File: config.mk
export PLATFORM = sky130hd
export DESIGN_NAME = module_lifecycle_fsm
export DESIGN_NICKNAME = d
export VERILOG_FILES = /design/src/rtl/core/lcf_pkg.sv /design/src/rtl/core/lcf_arc_decode.sv /design/src/rtl/core/lcf_tracker.sv /design/src/rtl/core/module_lifecycle_fsm.sv
export SDC_FILE = /design/constraint.sdc
export NUM_CORES = 1
export LEC_CHECK = 0
export ABC_AREA = 1
export BUFFER_PORTS_ARGS = -buffer_cell sky130_fd_sc_hd__buf_2
export CAP_MARGIN = 5
export CELL_PAD_IN_SITES_DETAIL_PLACEMENT = 2
export CELL_PAD_IN_SITES_GLOBAL_PLACEMENT = 2
export CORE_MARGIN = 2
export CORE_UTILIZATION = 36
export DETAILED_ROUTE_END_ITERATION = 6
export PLACE_DENSITY_LB_ADDON = 0.2
export SLEW_MARGIN = 10
export SYNTH_ARGS = -nofsm -noshare
export SYNTH_HDL_FRONTEND = slang
export SYNTH_HIERARCHICAL = 1
export SYNTH_SLANG_ARGS = --single-unit
File: constraint.sdc
create_clock -name clk -period 10.3 [get_ports clk]
set_input_delay 1.03 -clock clk [delete_from_list [all_inputs] [get_ports clk]]
set_output_delay 1.03 -clock clk [all_outputs]
set_load 0.05 [all_outputs]
File: src/rtl/core/lcf_pkg.sv
// ----------------------------------------------------------------------------
// lcf_pkg: lifecycle controller shared types and constants
// State and event codes, the item structs of both channels and the decoded
// transition record passed between the table decode and the state tracker.
// ----------------------------------------------------------------------------
package lcf_pkg;

	localparam int unsigned STATE_W = 4;
	localparam int unsigned EVENT_W = 5;
	localparam int unsigned TIME_W  = 64;
	localparam int unsigned COUNT_W = 32;

	// Action codes
	localparam logic ACT_APPLY = 1'b0;
	localparam logic ACT_CHECK = 1'b1;

	typedef enum logic [STATE_W-1:0] {
		ST_BOOT        = 4'd0,
		ST_SELFTEST    = 4'd1,
		ST_NETWORK     = 4'd2,
		ST_REGISTERING = 4'd3,
		ST_READY       = 4'd4,
		ST_CALIBRATION = 4'd5,
		ST_MAINTENANCE = 4'd6,
		ST_GAME_PREP   = 4'd7,
		ST_COUNTDOWN   = 4'd8,
		ST_ACTIVE      = 4'd9,
		ST_PAUSED      = 4'd10,
		ST_FINISHED    = 4'd11,
		ST_ERROR       = 4'd12
	} state_t;

	typedef enum logic [EVENT_W-1:0] {
		EV_SELFTEST_START   = 5'd0,
		EV_SELFTEST_OK      = 5'd1,
		EV_SELFTEST_FAIL    = 5'd2,
		EV_LINK_UP          = 5'd3,
		EV_LINK_DOWN        = 5'd4,
		EV_MQTT_CONNECTED   = 5'd5,
		EV_MQTT_DISCONN     = 5'd6,
		EV_REGISTERED       = 5'd7,
		EV_REGISTER_TIMEOUT = 5'd8,
		EV_CAL_START        = 5'd9,
		EV_CAL_END          = 5'd10,
		EV_MAINT_ON         = 5'd11,
		EV_MAINT_OFF        = 5'd12,
		EV_GAME_PREPARE     = 5'd13,
		EV_GAME_COUNTDOWN   = 5'd14,
		EV_GAME_START       = 5'd15,
		EV_GAME_PAUSE       = 5'd16,
		EV_GAME_RESUME      = 5'd17,
		EV_GAME_FINISH      = 5'd18,
		EV_GAME_ABORT       = 5'd19,
		EV_ERROR_RAISED     = 5'd20,
		EV_ERROR_CLEARED    = 5'd21,
		EV_NONE             = 5'd22
	} event_t;

	typedef struct packed {
		logic               action;
		logic [EVENT_W-1:0] event_code;
		logic [TIME_W-1:0]  now_time;
	} evt_item_t;

	typedef struct packed {
		logic               accepted;
		logic [STATE_W-1:0] current_state;
		logic [STATE_W-1:0] prior_state;
		logic [COUNT_W-1:0] transition_total;
		logic [COUNT_W-1:0] rejected_total;
		logic [EVENT_W-1:0] last_rejected;
		logic [TIME_W-1:0]  entered_time;
		logic               game_in_progress;
		logic               accepts_hits;
	} rpt_item_t;

	// Transition table lookup result
	typedef struct packed {
		logic   hit;
		state_t dest;
	} arc_t;

endpackage

File: src/rtl/core/lcf_arc_decode.sv
// ----------------------------------------------------------------------------
// lcf_arc_decode: transition table
// Constant decode of the 44 arcs: is there a move from this state on this
// event, and where does it lead.
// ----------------------------------------------------------------------------
module lcf_arc_decode
	import lcf_pkg::*;
(
	input  state_t             mode,
	input  logic [EVENT_W-1:0] event_code,
	output arc_t               arc
);

	logic   hit;
	state_t dest;

	always_comb begin
		hit  = 1'b1;
		dest = ST_BOOT;
		unique case (mode)
			ST_BOOT: begin
				unique case (event_code)
					EV_SELFTEST_START: dest = ST_SELFTEST;
					EV_ERROR_RAISED:   dest = ST_ERROR;
					default:           hit  = 1'b0;
				endcase
			end
			ST_SELFTEST: begin
				unique case (event_code)
					EV_SELFTEST_OK:                    dest = ST_NETWORK;
					EV_SELFTEST_FAIL, EV_ERROR_RAISED: dest = ST_ERROR;
					default:                           hit  = 1'b0;
				endcase
			end
			ST_NETWORK: begin
				// link up/down are self moves, still counted
				unique case (event_code)
					EV_LINK_UP, EV_LINK_DOWN: dest = ST_NETWORK;
					EV_MQTT_CONNECTED:        dest = ST_REGISTERING;
					EV_ERROR_RAISED:          dest = ST_ERROR;
					default:                  hit  = 1'b0;
				endcase
			end
			ST_REGISTERING: begin
				unique case (event_code)
					EV_REGISTERED:                        dest = ST_READY;
					EV_REGISTER_TIMEOUT, EV_ERROR_RAISED: dest = ST_ERROR;
					EV_MQTT_DISCONN:                      dest = ST_NETWORK;
					default:                              hit  = 1'b0;
				endcase
			end
			ST_READY: begin
				unique case (event_code)
					EV_CAL_START:                  dest = ST_CALIBRATION;
					EV_MAINT_ON:                   dest = ST_MAINTENANCE;
					EV_GAME_PREPARE:               dest = ST_GAME_PREP;
					EV_MQTT_DISCONN, EV_LINK_DOWN: dest = ST_NETWORK;
					EV_ERROR_RAISED:               dest = ST_ERROR;
					default:                       hit  = 1'b0;
				endcase
			end
			ST_CALIBRATION: begin
				unique case (event_code)
					EV_CAL_END:      dest = ST_READY;
					EV_ERROR_RAISED: dest = ST_ERROR;
					default:         hit  = 1'b0;
				endcase
			end
			ST_MAINTENANCE: begin
				unique case (event_code)
					EV_MAINT_OFF:    dest = ST_READY;
					EV_ERROR_RAISED: dest = ST_ERROR;
					default:         hit  = 1'b0;
				endcase
			end
			ST_GAME_PREP: begin
				unique case (event_code)
					EV_GAME_COUNTDOWN: dest = ST_COUNTDOWN;
					EV_GAME_ABORT:     dest = ST_READY;
					EV_ERROR_RAISED:   dest = ST_ERROR;
					default:           hit  = 1'b0;
				endcase
			end
			ST_COUNTDOWN: begin
				unique case (event_code)
					EV_GAME_START:   dest = ST_ACTIVE;
					EV_GAME_ABORT:   dest = ST_READY;
					EV_ERROR_RAISED: dest = ST_ERROR;
					default:         hit  = 1'b0;
				endcase
			end
			ST_ACTIVE: begin
				unique case (event_code)
					EV_GAME_PAUSE, EV_MQTT_DISCONN: dest = ST_PAUSED;
					EV_GAME_FINISH, EV_GAME_ABORT:  dest = ST_FINISHED;
					EV_ERROR_RAISED:                dest = ST_ERROR;
					default:                        hit  = 1'b0;
				endcase
			end
			ST_PAUSED: begin
				unique case (event_code)
					EV_GAME_RESUME:                dest = ST_ACTIVE;
					EV_GAME_FINISH, EV_GAME_ABORT: dest = ST_FINISHED;
					EV_ERROR_RAISED:               dest = ST_ERROR;
					default:                       hit  = 1'b0;
				endcase
			end
			ST_FINISHED: begin
				unique case (event_code)
					EV_GAME_PREPARE: dest = ST_GAME_PREP;
					EV_GAME_ABORT:   dest = ST_READY;
					EV_MAINT_ON:     dest = ST_MAINTENANCE;
					EV_ERROR_RAISED: dest = ST_ERROR;
					default:         hit  = 1'b0;
				endcase
			end
			ST_ERROR: begin
				unique case (event_code)
					EV_ERROR_CLEARED: dest = ST_SELFTEST;
					EV_MAINT_ON:      dest = ST_MAINTENANCE;
					default:          hit  = 1'b0;
				endcase
			end
			default: hit = 1'b0;
		endcase
	end

	assign arc = '{hit: hit, dest: dest};

endmodule

File: src/rtl/core/lcf_tracker.sv
// ----------------------------------------------------------------------------
// lcf_tracker: lifecycle state and statistics
// Holds mode, prior mode, counters, last rejected event and entry time;
// commits one item per strobe and forms its report from the updated values.
// ----------------------------------------------------------------------------
module lcf_tracker
	import lcf_pkg::*;
(
	input  logic      clk,
	input  logic      arst_n,
	input  logic      commit,
	input  evt_item_t item,
	output rpt_item_t rpt
);

	state_t             mode_q, prior_q, mode_d, prior_d;
	logic [COUNT_W-1:0] acc_cnt_q, rej_cnt_q, acc_cnt_d, rej_cnt_d;
	logic [EVENT_W-1:0] last_bad_q, last_bad_d;
	logic [TIME_W-1:0]  stamp_q, stamp_d;
	arc_t               arc;

	lcf_arc_decode u_arc_decode (
		.mode       (mode_q),
		.event_code (item.event_code),
		.arc        (arc)
	);

	always_comb begin
		mode_d     = mode_q;
		prior_d    = prior_q;
		acc_cnt_d  = acc_cnt_q;
		rej_cnt_d  = rej_cnt_q;
		last_bad_d = last_bad_q;
		stamp_d    = stamp_q;
		if (item.action == ACT_APPLY) begin
			if (arc.hit) begin
				prior_d   = mode_q;
				mode_d    = arc.dest;
				acc_cnt_d = acc_cnt_q + COUNT_W'(1);
				stamp_d   = item.now_time;
			end else begin
				rej_cnt_d  = rej_cnt_q + COUNT_W'(1);
				last_bad_d = item.event_code;
			end
		end
	end

	always_ff @(posedge clk or negedge arst_n) begin
		if (!arst_n) begin
			mode_q     <= ST_BOOT;
			prior_q    <= ST_BOOT;
			acc_cnt_q  <= '0;
			rej_cnt_q  <= '0;
			last_bad_q <= EV_NONE;
			stamp_q    <= '0;
		end else if (commit) begin
			mode_q     <= mode_d;
			prior_q    <= prior_d;
			acc_cnt_q  <= acc_cnt_d;
			rej_cnt_q  <= rej_cnt_d;
			last_bad_q <= last_bad_d;
			stamp_q    <= stamp_d;
		end
	end

	always_comb begin
		rpt.accepted         = arc.hit;
		rpt.current_state    = mode_d;
		rpt.prior_state      = prior_d;
		rpt.transition_total = acc_cnt_d;
		rpt.rejected_total   = rej_cnt_d;
		rpt.last_rejected    = last_bad_d;
		rpt.entered_time     = stamp_d;
		rpt.game_in_progress = (mode_d == ST_GAME_PREP) || (mode_d == ST_COUNTDOWN) ||
		                       (mode_d == ST_ACTIVE)    || (mode_d == ST_PAUSED);
		rpt.accepts_hits     = (mode_d == ST_ACTIVE) || (mode_d == ST_CALIBRATION);
	end

endmodule

File: src/rtl/core/module_lifecycle_fsm.sv
// ----------------------------------------------------------------------------
// module_lifecycle_fsm: lifecycle controller top level
// 13-state lifecycle machine driven by event items; each item is applied or
// only checked against the transition table and yields one report item.
// ----------------------------------------------------------------------------
//
//  channel | direction | handshake            | payload
//  --------+-----------+----------------------+---------------------------
//  evt     | in        | evt_valid, evt_stall | evt (evt_item_t)
//  rpt     | out       | rpt_valid, rpt_stall | rpt (rpt_item_t)
//
// A taken evt item passes the input register and then the report register,
// where rpt_valid marks its report; one item per cycle is sustained while rpt_stall is low.
// The rate is set by the combinational table decode and state
// update between the input register and the report register.
// An event item is committed to the state registers when it moves into the
// report register, so the next item always sees the updated state.
// rpt_stall holds the report register; the input register then fills and
// evt_stall rises, with no item dropped or repeated.
// arst_n clears both valid flags and the lifecycle state (boot, counters 0,
// last rejected event = none, entry time 0).
// ----------------------------------------------------------------------------
module module_lifecycle_fsm
	import lcf_pkg::*;
(
	input  logic      clk,
	input  logic      arst_n,
	input  logic      evt_valid,
	output logic      evt_stall,
	input  evt_item_t evt,
	output logic      rpt_valid,
	input  logic      rpt_stall,
	output rpt_item_t rpt
);

	// Stage 1: registered event item
	logic      valid_s1;
	evt_item_t item_s1;
	// Stage 2: registered report item
	logic      valid_s2;
	rpt_item_t rpt_s2;
	rpt_item_t rpt_next;

	logic evt_take;
	logic advance;

	// Stage 1 moves on whenever the report register is empty or drains now
	assign advance   = valid_s1 && (!valid_s2 || !rpt_stall);
	assign evt_stall = valid_s1 && !advance;
	assign evt_take  = evt_valid && !evt_stall;

	always_ff @(posedge clk or negedge arst_n) begin
		if (!arst_n) begin
			valid_s1 <= 1'b0;
		end else if (evt_take) begin
			valid_s1 <= 1'b1;
		end else if (advance) begin
			valid_s1 <= 1'b0;
		end
	end

	always_ff @(posedge clk) begin
		if (evt_take) begin
			item_s1 <= evt;
		end
	end

	// State update and report formation
	lcf_tracker u_tracker (
		.clk    (clk),
		.arst_n (arst_n),
		.commit (advance),
		.item   (item_s1),
		.rpt    (rpt_next)
	);

	always_ff @(posedge clk or negedge arst_n) begin
		if (!arst_n) begin
			valid_s2 <= 1'b0;
		end else if (advance) begin
			valid_s2 <= 1'b1;
		end else if (!rpt_stall) begin
			valid_s2 <= 1'b0;
		end
	end

	always_ff @(posedge clk) begin
		if (advance) begin
			rpt_s2 <= rpt_next;
		end
	end

	assign rpt_valid = valid_s2;
	assign rpt       = rpt_s2;

endmodule

==> results.tsv <==
metric	value	unit
cpLargestDelayFamily	buffers and inverters	
setup_violations	0	
crit_buf_inv	5	
drive_gt1_share	17.9	%
tightest_slew	1090	ps
rsz0062_at_grt	no	
p_sw	1.57	mW
syn_to_final_growth	18.9	%
die_area	45000	sq um
comb_power_share	24.1	%
crit_top_cell	nand2_1	
internal_power	2.91	mW
mostFrequentLayoutCells	nand2_1 (514), buf_2 (218), edfxtp_1 (214), o21ai_0 (189), inv_1 (179)	
synthFlopType	edfxtp_1	
postCtsSetupBuffers	0	
critical_path_class	reg -> reg	
clk_pin_slew	60	ps
synth_edf_count	214	
nNetsFinal	1909	
outcome	finished clean	
vias	11900	
num_rows	76	
switching_share	35.1	%
syn_inst	1616	
track_usage	20.6	%
antenna_found_initial	6	
crit_fanout	114	
fp.coreArea	42900	sq um
ys.warnings.count	6	
p_total	4.48	mW
hp-class	in -> async	
clk_latency	570	ps
ctsResizeCount	0	
grt_pass1_vias	13300	
slowest_delay	840	ps
synth_cell_types	36	
grt_overflow	0	
initial_core_util	36.4	%
syn-cell-area	15600	sq um
startpoint_type	flip-flop	
place_congestion	0.820	
dp_hpwl	31500	um
drtAntennaViolNets	0	
clkPwrFrac	31.0	%
cap_violations	0	
vias_per_cell	4.85	
endpoint_kind	flip-flop	
cts_sinks	357	
drt_iter0_markers	632	
wire_per_inst	18.5	um
power.leakage	8.01	nW
die_x	212	um
finalHoldViolCount	0	
seq_power_share	44.9	%
first_pass_iters	4	
placed_cells	2375	
arrival	4610	ps
min_period	4280	ps
cp.required	10630	ps
root_buffer	clkbuf_16	
crit_chain	inv_1 -> nand3_2 -> nor2_1 -> inv_1 -> nand3_1 -> nand2_1 -> nand2_1 -> nor2_1 -> nand3_1 -> nand2_4 -> inv_4 -> buf_4 -> nand2_1 -> o21ai_2 -> nand3_1 -> nand2_1 -> inv_1	
relSlewSlack	27.1	%
finClkSkew	13.7	ps
grt_pass1_wl	72000	um
finalSetupTns	0	ps
fin_crit_sh	41.6	%
max_clock_freq	234	MHz
synthArstFlopShare	40.1	%
die_h	212	um
cts_hold_buffers	0	
whs	354	ps
final_common_cell	nand2_1	
h-tree-depth	2	
numCtsBuffers	41	
ys_ff_latch	357	
final_cell_count_no_fill	2454	
power.density	241	nW/um^2
critPathSlowestCell	buf_4	
drc	0	
syn-num-nets	1692	
cts_tree	yes	
grt_max_degree	177	
syn-mean-instance-area	9.66	sq um
clockBufferDepth	3	
io_buffers	219	
ys_seq_area_share	64.1	%
ir_drop	165	uV
io-pin-count	220	
slew_violations	0	
wirelength	45500	um
==> sequential cells by signal, summed over array words and instances (netlist names) <==
register,flops
rpt,144
item_s1,70
u_tracker/stamp_q,64
u_tracker/acc_cnt_q,32
u_tracker/rej_cnt_q,32
u_tracker/last_bad_q,5
u_tracker/mode_q,4
u_tracker/prior_q,4
rpt_valid,1
valid_s1,1
==> power by group through the flow <==
stage	sequential (mW)	combinational [mW]	clock [mW]
floorplan	2.38	0.408	0
global placement	2.02	1.02	0
detailed placement	2.04	1.08	0
CTS	2.02	1.10	1.44
global route	2.05	1.19	1.49
finish	2.01	1.08	1.39
==> final cells by class <==
cell class                 count  area [sq um]
sequential                   357         10000
timing repair buffer         227          1170
fill                        4697         24300
clock buffer                  61          1180
multi-input combinational   1017          4640
inverter                     189           716
antenna                        3          7.51
tap                          585           732
clock inverter                15          97.6
==> final timing paths <==
path	to	startpoint	cells after the start	slack, ps
setup reg to reg	rpt[1]	item_s1[68]	17	6020
min in group clk	u_tracker/prior_q[2]	u_tracker/prior_q[2]	2	490
hold / removal	u_tracker/rej_cnt_q[29]	arst_n	1	350
hold reg to reg	u_tracker/prior_q[2]	u_tracker/prior_q[2]	2	490
setup / recovery	rpt[1]	item_s1[68]	17	6020
max in group asynchronous	u_tracker/stamp_q[19]	arst_n	3	8040
==> worst register-to-register path, delay by kind of cell, from the launching register on <==
family	cells	cell delay, ps
DFF	1	590
and+or+nand+nor	11	1640
AOI/OAI and AO/OA	1	170
buffers and inverters	5	1660
==> cell usage after synthesis (8+ instances only) <==
master / instances / share of area (%)
and2_1: 12 / 0.48
nor2_2: 11 / 0.44
nor2_1: 112 / 2.7
buf_2: 8 / 0.26
nand3_1: 80 / 2.6
buf_1: 10 / 0.24
dfrtp_1: 140 / 22
o21ai_0: 189 / 6.1
xor2_1: 21 / 1.2
inv_1: 181 / 4.4
nand4_1: 22 / 0.88
nand2_1: 514 / 12
edfxtp_1: 214 / 41
clkbuf_1: 26 / 0.63
nor3_1: 10 / 0.32
nor2_4: 8 / 0.58
==> per-layer routing <==
layer / global-route usage, % / up-vias / wire [um]
li1: - / 5681 / -
met2: 35.8 / 196 / 22600
met5: 0 / - / 27
met1: 25.4 / 5957 / 19400
met4: 6.25 / 4 / 1110
met3: 4.80 / 69 / 2270
==> cells by family (layout without fill, tap and decap cells) <==
kind of cell               Yosys count  count (layout)  share of synthesized area [%]
AOI/OAI and AO/OA                  202             202                           6.57
other                                0               3                              0
buffers and inverters              242             492                           6.18
and+or+nand+nor                    788             788                           21.5
adders and majority gates            2               2                          0.160
DFF                                357             357                           64.1
xor gates and xnor gates            25              25                           1.45
==> per-stage QoR <==
step	util (%)	area, sq um	worst slack [ps]
6_report	43.3	18600	6020
3_3_place_gp	40.3	17300	6240
3_5_place_dp	40.3	17300	5940
4_1_cts	43.3	18600	5920
5_1_grt	43.3	18600	5470
2_1_floorplan	-	15600	667
(Power assumes the default switching activity.)
